===== src/sv/pet_pkg.sv =====
// Package for the pulse echo timer: shared types, register indexes,
// reset values and mode codes. No dependencies.
package pet_pkg;

   localparam int unsigned COUNT_BITS_DEF = 32;

   localparam int unsigned CSR_INDEX_W = 3;
   localparam int unsigned CSR_DATA_W  = 32;
   localparam int unsigned PULSE_W     = 24;
   localparam int unsigned LEAD_W      = 16;
   localparam int unsigned TIMEOUT_W   = 32;
   localparam int unsigned DUR_W       = 32;

   localparam logic [CSR_INDEX_W-1:0] CSR_MODE           = 3'd0;
   localparam logic [CSR_INDEX_W-1:0] CSR_PULSE_TICKS    = 3'd1;
   localparam logic [CSR_INDEX_W-1:0] CSR_TIMEOUT_TICKS  = 3'd2;
   localparam logic [CSR_INDEX_W-1:0] CSR_LEAD_TICKS     = 3'd3;
   localparam logic [CSR_INDEX_W-1:0] CSR_PULSE_POLARITY = 3'd4;
   localparam logic [CSR_INDEX_W-1:0] CSR_ECHO_POLARITY  = 3'd5;

   localparam logic [1:0] MODE_DRAIN = 2'd0;
   localparam logic [1:0] MODE_WIDTH = 2'd1;

   localparam logic [1:0]           MODE_RST      = MODE_DRAIN;
   localparam logic [PULSE_W-1:0]   PULSE_RST     = 24'd10;
   localparam logic [TIMEOUT_W-1:0] TIMEOUT_RST   = 32'd1000000;
   localparam logic [LEAD_W-1:0]    LEAD_RST      = 16'd100;
   localparam logic                 PULSE_POL_RST = 1'b1;
   localparam logic                 ECHO_POL_RST  = 1'b1;

   typedef struct packed {
      logic [1:0]           mode;
      logic [PULSE_W-1:0]   pulse_ticks;
      logic [TIMEOUT_W-1:0] timeout_ticks;
      logic [LEAD_W-1:0]    lead_ticks;
      logic                 pulse_polarity;
      logic                 echo_polarity;
   } csr_regs_type;

   typedef struct packed {
      logic start_req;
      logic echo_in;
   } req_item_type;

   // Held input item as seen by the core.
   typedef struct packed {
      logic         valid;
      req_item_type item;
   } stage_item_type;

endpackage


===== src/sv/pet_req_if.sv =====
// Request channel of the pulse echo timer: one tick with start request and
// echo sample. Standalone, no package dependency.
interface pet_req_if;
   logic valid;
   logic ready;
   logic start_req;
   logic echo_in;

   modport source (output valid, output start_req, output echo_in, input ready);
   modport sink   (input valid, input start_req, input echo_in, output ready);
endinterface


===== src/sv/pet_rsp_if.sv =====
// Result channel of the pulse echo timer: pin drive and measurement result
// for one tick. Standalone, no package dependency.
interface pet_rsp_if;
   logic        valid;
   logic        ready;
   logic        pulse_out;
   logic        pulse_drive;
   logic        busy_res;
   logic        done_res;
   logic        timed_out;
   logic [31:0] duration;

   modport source (output valid, output pulse_out, output pulse_drive, output busy_res,
                   output done_res, output timed_out, output duration, input ready);
   modport sink   (input valid, input pulse_out, input pulse_drive, input busy_res,
                   input done_res, input timed_out, input duration, output ready);
endinterface


===== src/sv/pet_csr.sv =====
// Configuration registers of the pulse echo timer, written through a plain
// write port. Depends on pet_pkg.
module pet_csr
   import pet_pkg::*;
(
   input  logic                   clock,
   input  logic                   reset,
   input  logic                   csr_we,
   input  logic [CSR_INDEX_W-1:0] csr_index,
   input  logic [CSR_DATA_W-1:0]  csr_wdata,
   output csr_regs_type           regs
);

   csr_regs_type regs_ff;

   always_ff @(posedge clock) begin
      if (reset) begin
         regs_ff.mode           <= MODE_RST;
         regs_ff.pulse_ticks    <= PULSE_RST;
         regs_ff.timeout_ticks  <= TIMEOUT_RST;
         regs_ff.lead_ticks     <= LEAD_RST;
         regs_ff.pulse_polarity <= PULSE_POL_RST;
         regs_ff.echo_polarity  <= ECHO_POL_RST;
      end else if (csr_we) begin
         case (csr_index)
            CSR_MODE:           regs_ff.mode           <= csr_wdata[1:0];
            CSR_PULSE_TICKS:    regs_ff.pulse_ticks    <= csr_wdata[PULSE_W-1:0];
            CSR_TIMEOUT_TICKS:  regs_ff.timeout_ticks  <= csr_wdata[TIMEOUT_W-1:0];
            CSR_LEAD_TICKS:     regs_ff.lead_ticks     <= csr_wdata[LEAD_W-1:0];
            CSR_PULSE_POLARITY: regs_ff.pulse_polarity <= csr_wdata[0];
            CSR_ECHO_POLARITY:  regs_ff.echo_polarity  <= csr_wdata[0];
            default: ;
         endcase
      end
   end

   assign regs = regs_ff;

endmodule


===== src/sv/pet_in_stage.sv =====
// Input register of the pulse echo timer: holds one request tick until the
// core takes it. Depends on pet_pkg and pet_req_if.
module pet_in_stage
   import pet_pkg::*;
(
   input  logic           clock,
   input  logic           reset,
   pet_req_if.sink        req,
   input  logic           take,
   output stage_item_type stage
);

   logic         valid_ff;
   req_item_type item_ff;

   // Refill in the same cycle the core drains the register.
   assign req.ready = !valid_ff || take;

   always_ff @(posedge clock) begin
      if (reset) begin
         valid_ff <= 1'b0;
      end else if (req.valid && req.ready) begin
         valid_ff <= 1'b1;
      end else if (take) begin
         valid_ff <= 1'b0;
      end
   end

   always_ff @(posedge clock) begin
      if (req.valid && req.ready) begin
         item_ff.start_req <= req.start_req;
         item_ff.echo_in   <= req.echo_in;
      end
   end

   assign stage.valid = valid_ff;
   assign stage.item  = item_ff;

endmodule


===== src/sv/pet_core.sv =====
// Measurement sequencer of the pulse echo timer: phase state, counters and
// the result register, one tick per transfer. Depends on pet_pkg, pet_rsp_if.
module pet_core
   import pet_pkg::*;
#(
   parameter int unsigned COUNT_BITS = COUNT_BITS_DEF
) (
   input  logic           clock,
   input  logic           reset,
   input  csr_regs_type   regs,
   input  stage_item_type stage,
   output logic           take,
   pet_rsp_if.source      rsp
);

   localparam int unsigned CMP_W = (COUNT_BITS > TIMEOUT_W) ? COUNT_BITS : TIMEOUT_W;

   typedef enum logic [2:0] {
      PH_IDLE, PH_DPULSE, PH_DMEAS, PH_LEAD, PH_EPULSE, PH_WAIT, PH_EMEAS
   } phase_type;

   typedef logic [COUNT_BITS-1:0] count_type;

   phase_type          phase_ff,   phase_in;
   logic [PULSE_W-1:0] pcnt_ff,    pcnt_in;
   count_type          since_ff,   since_in;
   count_type          meas_ff,    meas_in;
   logic               lvl_ff,     lvl_in;
   logic               drv_ff,     drv_in;

   logic               rsp_valid_ff;
   logic               out_lvl_ff, out_drv_ff, busy_ff, done_ff, tmo_ff;
   logic [DUR_W-1:0]   dur_ff;

   logic               out_lvl, out_drv, done, tmo;
   count_type          dur;
   logic [DUR_W-1:0]   dur_sat;

   function automatic count_type sat_inc(input count_type v);
      return (v == '1) ? v : v + count_type'(1);
   endfunction

   function automatic logic expired(input count_type v, input logic [TIMEOUT_W-1:0] lim);
      return (CMP_W'(v) > CMP_W'(lim)) || (v == '1);
   endfunction

   assign take = stage.valid && (!rsp_valid_ff || rsp.ready);

   always_comb begin
      logic active;
      active   = (stage.item.echo_in == regs.echo_polarity);
      phase_in = phase_ff;
      pcnt_in  = pcnt_ff;
      since_in = since_ff;
      meas_in  = meas_ff;
      lvl_in   = lvl_ff;
      drv_in   = drv_ff;
      done     = 1'b0;
      tmo      = 1'b0;
      dur      = '0;

      // Start handling: the start tick is already the first tick of the first phase.
      if (phase_ff != PH_IDLE) begin
         since_in = sat_inc(since_ff);
      end else if (stage.item.start_req) begin
         since_in = '0;
         drv_in   = 1'b1;
         if (regs.mode == MODE_DRAIN) begin
            lvl_in = regs.pulse_polarity;
            if (regs.pulse_ticks != '0) begin
               phase_in = PH_DPULSE;
               pcnt_in  = regs.pulse_ticks;
            end else begin
               phase_in = PH_DMEAS;
               meas_in  = '0;
            end
         end else begin
            lvl_in = !regs.pulse_polarity;
            if (regs.lead_ticks != '0) begin
               phase_in = PH_LEAD;
               pcnt_in  = PULSE_W'(regs.lead_ticks);
            end else begin
               lvl_in = regs.pulse_polarity;
               if (regs.pulse_ticks != '0) begin
                  phase_in = PH_EPULSE;
                  pcnt_in  = regs.pulse_ticks;
               end else begin
                  lvl_in   = !regs.pulse_polarity;
                  phase_in = PH_WAIT;
                  meas_in  = '0;
               end
            end
         end
      end
      out_lvl = lvl_in;
      out_drv = drv_in;

      case (phase_in)
         PH_DPULSE: begin
            pcnt_in = pcnt_in - PULSE_W'(1);
            if (pcnt_in == '0) begin
               phase_in = PH_DMEAS;
               meas_in  = '0;
            end
         end
         PH_DMEAS: begin
            if (!active) begin
               done = 1'b1;
               dur  = meas_in;
            end else if (expired(meas_in, regs.timeout_ticks)) begin
               done = 1'b1;
               tmo  = 1'b1;
            end else begin
               meas_in = sat_inc(meas_in);
            end
         end
         PH_LEAD: begin
            pcnt_in = pcnt_in - PULSE_W'(1);
            if (pcnt_in == '0) begin
               lvl_in = regs.pulse_polarity;
               if (regs.pulse_ticks != '0) begin
                  phase_in = PH_EPULSE;
                  pcnt_in  = regs.pulse_ticks;
               end else begin
                  lvl_in   = !regs.pulse_polarity;
                  phase_in = PH_WAIT;
                  meas_in  = '0;
               end
            end
         end
         PH_EPULSE: begin
            pcnt_in = pcnt_in - PULSE_W'(1);
            if (pcnt_in == '0) begin
               lvl_in   = !regs.pulse_polarity;
               phase_in = PH_WAIT;
               meas_in  = '0;
            end
         end
         PH_WAIT: begin
            if (active) begin
               if (regs.mode == MODE_WIDTH) begin
                  phase_in = PH_EMEAS;
                  meas_in  = count_type'(1);
               end else begin
                  done = 1'b1;
                  dur  = meas_in;
               end
            end else if (expired(since_in, regs.timeout_ticks)) begin
               done = 1'b1;
               tmo  = 1'b1;
            end else begin
               meas_in = sat_inc(meas_in);
            end
         end
         PH_EMEAS: begin
            if (!active) begin
               done = 1'b1;
               dur  = meas_in;
            end else if (expired(since_in, regs.timeout_ticks)) begin
               done = 1'b1;
               tmo  = 1'b1;
            end else begin
               meas_in = sat_inc(meas_in);
            end
         end
         default: begin
            phase_in = PH_IDLE;
         end
      endcase
      if (done) begin
         phase_in = PH_IDLE;
      end
   end

   // Clamp to the 32-bit result field when the counters are wider.
   assign dur_sat = (CMP_W'(dur) > CMP_W'({DUR_W{1'b1}})) ? {DUR_W{1'b1}}
                                                          : DUR_W'(CMP_W'(dur));

   always_ff @(posedge clock) begin
      if (reset) begin
         phase_ff     <= PH_IDLE;
         pcnt_ff      <= '0;
         since_ff     <= '0;
         meas_ff      <= '0;
         lvl_ff       <= 1'b0;
         drv_ff       <= 1'b0;
         rsp_valid_ff <= 1'b0;
      end else if (take) begin
         phase_ff     <= phase_in;
         pcnt_ff      <= pcnt_in;
         since_ff     <= since_in;
         meas_ff      <= meas_in;
         lvl_ff       <= lvl_in;
         drv_ff       <= drv_in;
         rsp_valid_ff <= 1'b1;
      end else if (rsp.ready) begin
         rsp_valid_ff <= 1'b0;
      end
   end

   always_ff @(posedge clock) begin
      if (take) begin
         out_lvl_ff <= out_lvl;
         out_drv_ff <= out_drv;
         busy_ff    <= (phase_in != PH_IDLE);
         done_ff    <= done;
         tmo_ff     <= tmo;
         dur_ff     <= dur_sat;
      end
   end

   assign rsp.valid       = rsp_valid_ff;
   assign rsp.pulse_out   = out_lvl_ff;
   assign rsp.pulse_drive = out_drv_ff;
   assign rsp.busy_res    = busy_ff;
   assign rsp.done_res    = done_ff;
   assign rsp.timed_out   = tmo_ff;
   assign rsp.duration    = dur_ff;

endmodule


===== src/sv/pulse_echo_timer_unit.sv =====
// Top level of the pulse echo timer: configuration registers, input register
// and measurement core. Depends on pet_pkg, pet_req_if, pet_rsp_if and the pet_ modules.
//
// Usage:
//   Each transfer on req_chan is one timer tick: a start request and the
//   sampled echo level. Each tick gives exactly one transfer on rsp_chan with
//   the pin level and drive for that tick, busy, done, the timeout flag and
//   the duration in ticks (zero unless done, zero on timeout).
//   The csr_ port writes one register per cycle with csr_we high; registers
//   are read live, so write them only while no measurement runs.
//   A req_chan transfer reaches rsp_chan through the input register, then
//   the result register behind the sequencer logic.
//   Throughput is one tick per cycle while rsp_chan takes its results; the
//   sequencer updates its phase and counters combinationally for each tick.
//   A stall on rsp_chan holds the result; the input register still takes one
//   more tick if it is empty, then req_chan ready drops until the result is taken.
//   Synchronous reset returns the sequencer to idle with counters cleared and
//   the pin undriven, and loads the register reset values.
module pulse_echo_timer_unit
   import pet_pkg::*;
#(
   parameter int unsigned COUNT_BITS = COUNT_BITS_DEF
) (
   input  logic                   clock,
   input  logic                   reset,
   pet_req_if.sink                req_chan,
   pet_rsp_if.source              rsp_chan,
   input  logic                   csr_we,
   input  logic [CSR_INDEX_W-1:0] csr_index,
   input  logic [CSR_DATA_W-1:0]  csr_wdata
);

   csr_regs_type   regs;
   stage_item_type stage;
   logic           take;

   pet_csr u_csr (
      .clock     (clock),
      .reset     (reset),
      .csr_we    (csr_we),
      .csr_index (csr_index),
      .csr_wdata (csr_wdata),
      .regs      (regs)
   );

   pet_in_stage u_in_stage (
      .clock (clock),
      .reset (reset),
      .req   (req_chan),
      .take  (take),
      .stage (stage)
   );

   pet_core #(
      .COUNT_BITS (COUNT_BITS)
   ) u_core (
      .clock (clock),
      .reset (reset),
      .regs  (regs),
      .stage (stage),
      .take  (take),
      .rsp   (rsp_chan)
   );

endmodule


===== src/flat_wrapper.sv =====
// flat-port wrapper written by rule: the top's interface ports become plain ports
module pulse_echo_timer_unit_flat import pet_pkg::*;
#(
   parameter int unsigned COUNT_BITS = COUNT_BITS_DEF
)
  (clock, reset, csr_we, csr_index, csr_wdata, req_chan_valid, req_chan_start_req, req_chan_echo_in, req_chan_ready, rsp_chan_valid, rsp_chan_pulse_out, rsp_chan_pulse_drive, rsp_chan_busy_res, rsp_chan_done_res, rsp_chan_timed_out, rsp_chan_duration, rsp_chan_ready);
  pet_req_if req_chan_i ();
  pet_rsp_if rsp_chan_i ();
  input  logic clock;
  input  logic reset;
  input  logic csr_we;
  input  logic [CSR_INDEX_W-1:0] csr_index;
  input  logic [CSR_DATA_W-1:0] csr_wdata;
  input wire logic [$bits(req_chan_i.valid)-1:0] req_chan_valid;
  input wire logic [$bits(req_chan_i.start_req)-1:0] req_chan_start_req;
  input wire logic [$bits(req_chan_i.echo_in)-1:0] req_chan_echo_in;
  output wire logic [$bits(req_chan_i.ready)-1:0] req_chan_ready;
  output wire logic [$bits(rsp_chan_i.valid)-1:0] rsp_chan_valid;
  output wire logic [$bits(rsp_chan_i.pulse_out)-1:0] rsp_chan_pulse_out;
  output wire logic [$bits(rsp_chan_i.pulse_drive)-1:0] rsp_chan_pulse_drive;
  output wire logic [$bits(rsp_chan_i.busy_res)-1:0] rsp_chan_busy_res;
  output wire logic [$bits(rsp_chan_i.done_res)-1:0] rsp_chan_done_res;
  output wire logic [$bits(rsp_chan_i.timed_out)-1:0] rsp_chan_timed_out;
  output wire logic [$bits(rsp_chan_i.duration)-1:0] rsp_chan_duration;
  input wire logic [$bits(rsp_chan_i.ready)-1:0] rsp_chan_ready;
  assign req_chan_i.valid = req_chan_valid;
  assign req_chan_i.start_req = req_chan_start_req;
  assign req_chan_i.echo_in = req_chan_echo_in;
  assign req_chan_ready = req_chan_i.ready;
  assign rsp_chan_valid = rsp_chan_i.valid;
  assign rsp_chan_pulse_out = rsp_chan_i.pulse_out;
  assign rsp_chan_pulse_drive = rsp_chan_i.pulse_drive;
  assign rsp_chan_busy_res = rsp_chan_i.busy_res;
  assign rsp_chan_done_res = rsp_chan_i.done_res;
  assign rsp_chan_timed_out = rsp_chan_i.timed_out;
  assign rsp_chan_duration = rsp_chan_i.duration;
  assign rsp_chan_i.ready = rsp_chan_ready;
  pulse_echo_timer_unit #(.COUNT_BITS(COUNT_BITS)) u_core (.clock(clock), .reset(reset), .req_chan(req_chan_i), .rsp_chan(rsp_chan_i), .csr_we(csr_we), .csr_index(csr_index), .csr_wdata(csr_wdata));
endmodule

===== config.mk =====
export PLATFORM = sky130hd
export DESIGN_NAME = pulse_echo_timer_unit_flat
export DESIGN_NICKNAME = d
export VERILOG_FILES = /design/src/sv/pet_pkg.sv /design/src/sv/pet_req_if.sv /design/src/sv/pet_rsp_if.sv /design/src/sv/pet_csr.sv /design/src/sv/pet_in_stage.sv /design/src/sv/pet_core.sv /design/src/sv/pulse_echo_timer_unit.sv /design/src/flat_wrapper.sv
export SDC_FILE = /design/constraint.sdc
export NUM_CORES = 1
export LEC_CHECK = 0
export BUFFER_PORTS_ARGS = -buffer_cell sky130_fd_sc_hd__buf_4
export CAP_MARGIN = 25
export CORE_ASPECT_RATIO = 1.4
export CORE_MARGIN = 1
export CORE_UTILIZATION = 45
export DETAILED_ROUTE_END_ITERATION = 10
export GPL_ROUTABILITY_DRIVEN = 0
export PLACE_DENSITY = 0.64
export SLEW_MARGIN = 20
export SYNTH_ARGS = -nofsm -noshare
export SYNTH_HDL_FRONTEND = slang
export SYNTH_SLANG_ARGS = --single-unit

===== constraint.sdc =====
create_clock -name clock -period 5 [get_ports clock]
set_clock_uncertainty 0.15 [all_clocks]
set_input_delay 0.5 -clock clock [delete_from_list [all_inputs] [get_ports clock]]
set_output_delay 0.5 -clock clock [all_outputs]
set_load 0.005 [all_outputs]

---- Word-level counts from Yosys, hierarchy flattened ----
Index checks and enable logic that the tools add are counted.
storage, ports and cells
  word-level logic and storage cells ...... 139
  bits in registers ....................... 210
  bits of input ports ..................... 42
  output and inout bits ................... 39
cells by class
  equality and inequality tests ........... 16
  muxes and demuxes ....................... 69
  add/subtract/negate cells ............... 3
  reductions and logical operators ........ 26
  order comparisons ....................... 3
operator list
  operator                                                               number
  32-bit 2-to-1 mux                                                      21
  24-bit 2-to-1 mux                                                      7
  32-bit one-hot mux with 5 select lines                                 1
  32-bit == test (second input constant)                                 3
  32-bit by 1-bit adder with 32-bit output (second input constant)       2
  32-bit greater-than comparator                                         2
  32-bit one-hot mux with 2 select lines                                 1
  24-bit one-hot mux with 2 select lines                                 1
  32-bit greater-than comparator (second input constant)                 1
  3-bit 2-to-1 mux                                                       10
  24-bit logical NOT                                                     1
  24-bit nonzero test                                                    1
  24-bit by 1-bit subtractor with 24-bit output (second input constant)  1
  1-bit 2-to-1 mux                                                       23
  16-bit nonzero test                                                    1
  3-bit == test (second input constant)                                  5
  3-bit one-hot mux with 5 select lines                                  1
  3-bit by 2-bit == test with 1-bit output (second input constant)       4
  2-bit AND reduction                                                    6
  3-bit by 1-bit == test with 1-bit output (second input constant)       2
  1-bit one-hot mux with 3 select lines                                  2
  3-bit nonzero test                                                     2
  1-bit logical OR                                                       4
  2-bit nonzero test                                                     2
  other kinds (9)                                                        13

---- Depth between registers and ports, before layout ----
  depth in word-level cells ............... 13
  gate-level depth with buffers ........... 25
  depth with buffers taken out ............ 21

---- Modules after synthesis ----
From an unflattened synthesis, not the netlist that was laid out.
second synthesis, totals
  cell total of the unflattened synthesis .. 1957
  area total of the unflattened synthesis .. 15397.3 µm²
by module, submodules not included
  module        seq. area each (µm²)  area each (µm²)  instances  cells each
  pet_core      2992.9                12066.6          1          1646
  pet_csr       1521.5                3208.1           1          303
  pet_in_stage  80.1                  122.6            1          8

---- Worst setup path after synthesis ----
Ideal clock, no wire load.
  path kind ............................... register to register
  start point ............................. register u_core.u_core.phase_ff[0]
  end point ............................... register u_core.u_core.meas_ff[2]
  cell stages (with the launch flop) ...... 23
  data arrival time ....................... 5.129 ns
  clock period less this slack ............ 5.398 ns
  buffers on the path ..................... 5
  path slack .............................. -0.398 ns
  cells stage by stage .................... dfxtp_1 buf_6 or4b_4 buf_6 nor2_1 o2111ai_2 clkbuf_1 clkbuf_1 buf_1 nand2_1 inv_1 ha_1 nand4_1 nor3_1 nand4_1 or4_1 a21oi_1 a21oi_1 o21ai_0 nor4b_1 a31oi_1 a31o_2 o221a_2
on the way
  word-level cells in the longest chain between the ends .. 7
  elaborated cells between the ends (all ways) .. 33
  those cells by class .................... add/sub (2); order compare (2); eq/ne (8); mux (16); reduce/logical (5)
RTL lines
  item                                                                    line                                               source
  start: declaration                                                      pet_core.sv:24                                     phase_type phase_ff, phase_in;
  start signal: assignment                                                pet_core.sv:189                                    phase_ff <= phase_in;
  3-bit nonzero test                                                      pet_core.sv:63                                     if (phase_ff != PH_IDLE) begin
  32-bit 2-to-1 mux                                                       pet_core.sv:63
  32-bit by 1-bit adder with 32-bit output, or another cell as far along  pet_core.sv:40                                     return (v == '1) ? v : v + count_type'(1);
  32-bit 2-to-1 mux or 1-bit logical OR (tied branches)                   pet_core.sv:40, pet_core.sv:44
  32-bit 2-to-1 mux, on equally long branches                             pet_core.sv:148, pet_core.sv:159, pet_core.sv:110
  32-bit 2-to-1 mux, on equally long branches                             pet_core.sv:156, pet_core.sv:107, pet_core.sv:140
  32-bit one-hot mux with 5 select lines *                                pet_core.sv:98                                     case (phase_in)
  end signal: assignment                                                  pet_core.sv:192                                    meas_ff <= meas_in;
  end: declaration                                                        pet_core.sv:27                                     count_type meas_ff, meas_in;
Mark *: on every way between the ends. The rest lies on a longest branch, timed or not.
A chain may end at the register's enable or synchronous reset.

---- Final worst setup path ----
  start point ............................. register u_core.u_csr.regs_ff (netlist bit u_core.u_csr.regs[50])
  end point ............................... register u_core.u_core.meas_ff[9]
on the way
  word-level cells in the longest chain between the ends .. 11
  elaborated cells between the ends (all ways) .. 41
  those cells by class .................... add/sub (2); order compare (1); eq/ne (7); mux (27); reduce/logical (4)
RTL lines
  item                                                                    line                                               source
  start: declaration                                                      pet_csr.sv:14                                      csr_regs_type regs_ff;
  24-bit nonzero test                                                     pet_core.sv:70, pet_core.sv:84, pet_core.sv:121
  32-bit 2-to-1 mux                                                       pet_core.sv:70, pet_core.sv:84
  32-bit 2-to-1 mux                                                       pet_core.sv:79                                     if (regs.lead_ticks != '0) begin
  32-bit 2-to-1 mux                                                       pet_core.sv:68                                     if (regs.mode == MODE_DRAIN) begin
  32-bit 2-to-1 mux                                                       pet_core.sv:65                                     end else if (stage.item.start_req) begin
  32-bit 2-to-1 mux                                                       pet_core.sv:63
  32-bit by 1-bit adder with 32-bit output, or another cell as far along  pet_core.sv:40
  32-bit 2-to-1 mux or 1-bit logical OR (tied branches)                   pet_core.sv:40, pet_core.sv:44
  32-bit 2-to-1 mux, on equally long branches                             pet_core.sv:148, pet_core.sv:159, pet_core.sv:110
  32-bit 2-to-1 mux, on equally long branches                             pet_core.sv:156, pet_core.sv:107, pet_core.sv:140
  32-bit one-hot mux with 5 select lines *                                pet_core.sv:98
Marks and branches as above.

==> reports/qor.yml <==
status: "finished clean"
start_util: 0.459
grt-busiest-layer: "met2"
grt_use_total: 0.358
drt-initial-drc-count: 1779
synth_top_area_frac: 0.230
powerDensity_nw_per_um2: 247
cts_htree_levels: 1
final_nets: 2333
p_leak_nw: 7.25
critPathCapture: "u_core.u_core.meas_ff[9]"
grt_util_met2: 0.576
io_buffers: 80
grt_pass1_vias: 16200
finalWirelength_um: 61200
dp_hpwl_um: 44400
timing.rr.start: "u_core.u_csr.regs[50]"
synthTopCellsByArea: "dfxtp_1, nand2_1, edfxtp_1"
power.total_mw: 4.56
fmax_ghz: 0.203
cts_tree: "built"
via_per_inst: 6.46
synthFlopType: "dfxtp_1"
wire_per_inst_um: 22.8
io_pins: 81
synth_warnings: 0
syn_area_sq_um: 14900
antenna_found_initial: 2
syn_to_final_growth_pct: 23.7
ys_seq_elements: 210
cts_sinks: 210
path_max_fanout: 7
ir_worst_vdd_mv: 0.324
grt_max_degree: 73
finalCritPeriodShare: 0.986
use_met1: 0.409
syn_area_per_cell_sq_um: 7.42
slew_viol_final: 0
post-place-ws_ns: -0.0326
firstDrtPassIters: 6
hp-start: "csr_wdata[6]"
drive_gt1_frac: 0.202
rows: 78
setup_viol: 0
core_area_sq_um: 32500
die_x_um: 156
netlist_top_cells_count: "nand2_1, nor2_1, a21oi_1"
syn_nets: 2120
worstMarginPinSlew_ns: 1.23
vias: 17300
setup_ws_ns: 0.0705
synth-async-reset-ratio: 0
die_h_um: 217
use_met3: 0.0830
min_period_ns: 4.93
synth_edf_count: 39
grt_pass1_wl_um: 93100
synth_largest_area_cell: "dfxtp_1"
startpoint: "u_core.u_csr.regs[50]"
cts_made_buffers: 24
syn-instance-count: 2010
synthMostInstantiatedCell: "nand2_1"
die_area_sq_um: 33900
synth_cell_types: 100
r2r_slack_ns: 0.07
drc: 0
ant_nets: 0
slew_headroom: 0.180
clk_latency_ns: 0.56
finalHoldViolations: 0
clk_pin_slew_ns: 0.06
worstPathRequired_ns: 5.30
rr_worst_depth: 18
grt-ovfl-total: 0
start_kind: "register"
ys_seq_area_frac: 0.308
hp-class: "in2reg"
critPathCaptureType: "register"
critical_path_arrival_ns: 5.23
maxCapViolations: 0
clockBufferDepth: 3
critPathKind: "reg2reg"
clockRootBuffer: "clkbuf_16"
r2r_end: "u_core.u_core.meas_ff[9]"
## how the worst min path moves through the flow
stage,endpoint,depth (start not counted),slack (ns)
3_5_place_dp,u_core.u_core.drv_ff,2,0.30
5_1_grt,u_core.u_in_stage.valid_ff,3,0.03
4_1_cts,u_core.u_in_stage.valid_ff,3,0.01
3_3_place_gp,u_core.u_core.drv_ff,2,0.29
6_report,u_core.u_csr.regs[8],3,0.03
2_1_floorplan,u_core.u_core.drv_ff,2,0.28
## report_power, final
part | internal (mW) | total [mW] | switching [mW]
clock | 1.03 | 1.82 | 0.794
combinational | 0.350 | 0.905 | 0.555
sequential | 1.78 | 1.83 | 0.0469
## sequential cells by signal, indices dropped and copies added (netlist names), 2 cells and up
register	count
u_core.u_core.pcnt_ff	24
u_core.u_core.meas_ff	32
u_core.u_core.phase_ff	3
u_core.u_core.rsp.duration	32
u_core.u_in_stage.stage	2
u_core.u_csr.regs	76
u_core.u_core.since_ff	32
## cell families after synthesis
group,Yosys count,synth area share
AND/OR/NAND/NOR,889,0.286
AO/OA/AOI/OAI,579,0.256
flip-flops,210,0.308
buffers and inverters,202,0.0546
adder cells (fa/ha/maj),68,0.0571
XOR/XNOR,36,0.0211
multiplexers,26,0.0176
## what timing repair did
action | in CTS | in global routing
pin swaps | 0 | 13
hold endpoints to repair | 2 | 0
hold buffers | 2 | 0
setup buffers | 0 | 4
setup endpoints to repair | 2 | 38
resized for setup | 1 | 67
gates cloned | 0 | 2
## final cells by class
class	instances	area (sq um)
antenna	1	2.50
clock buffer	27	633
clock inverter	17	165
fill	3069	14100
inverter	85	322
multi-input combinational	1598	9790
sequential	210	4600
tap	440	551
timing repair buffer	304	2390
## metal layers
layer,part of all wire,vias up
met5,0,-
met4,0.093,0
met3,0.099,410
met2,0.45,1078
met1,0.36,8017
li1,-,7827
## critical path, stage by stage, from the launching register on
cell,delay [ns]
dfxtp_1,0.32
buf_4,0.16
nor4_1,0.56
and4_1,0.36
o211ai_2,0.20
buf_4,0.22
nand2_1,0.13
inv_1,0.17
ha_1,0.34
and3_1,0.24
nand2_1,0.08
or4_4,0.55
a21o_1,0.24
nor2_4,0.16
buf_4,0.23
a21oi_1,0.09
nor3_2,0.16
nand4_1,0.14
a32o_1,0.31
## cell usage in the layout, fill, tap and decap left out, types with 10 or more instances in the layout
master / netlist / routed
and4_1: 16 / 16
o22ai_1: 13 / 13
or3_1: 15 / 12
edfxtp_1: 39 / 39
nand3_1: 75 / 74
ha_1: 68 / 68
and2_1: 11 / 11
mux2i_1: 24 / 24
a211oi_1: 21 / 21
nand4_1: 49 / 49
a21oi_1: 175 / 170
nor2_1: 202 / 192
buf_4: 2 / 291
o211ai_1: 26 / 26
a22o_1: 16 / 16
o21ai_0: 102 / 92
xnor2_1: 26 / 26
a21o_1: 26 / 26
dfxtp_1: 171 / 168
and3_1: 22 / 22
or2_2: 14 / 13
a31oi_1: 45 / 45
o2111ai_1: 10 / 10
xor2_1: 10 / 10
inv_1: 84 / 83
o21ai_1: 7 / 15
nand2_1: 342 / 338
o2bb2ai_1: 11 / 11
nor4_1: 31 / 25
o31ai_1: 17 / 16
nor3_1: 56 / 48
clkbuf_16: 0 / 25
## metrics by stage
stage / setup TNS [ns] / utilization / cells / cell area [sq um] / hold slack (ns)
after floorplan: 0 / - / 2010 / 15000 / 0.278
after global placement: 0 / 0.533 / 2627 / 17300 / 0.292
after detailed placement: -0.0643 / 0.533 / 2628 / 17300 / 0.296
after CTS: 0 / 0.558 / 2674 / 18100 / 0.0146
after global routing: -0.0838 / 0.568 / 2682 / 18400 / 0.0309
final: 0 / 0.568 / 2682 / 18400 / 0.0342
Power figures use the tool's default switching activity.
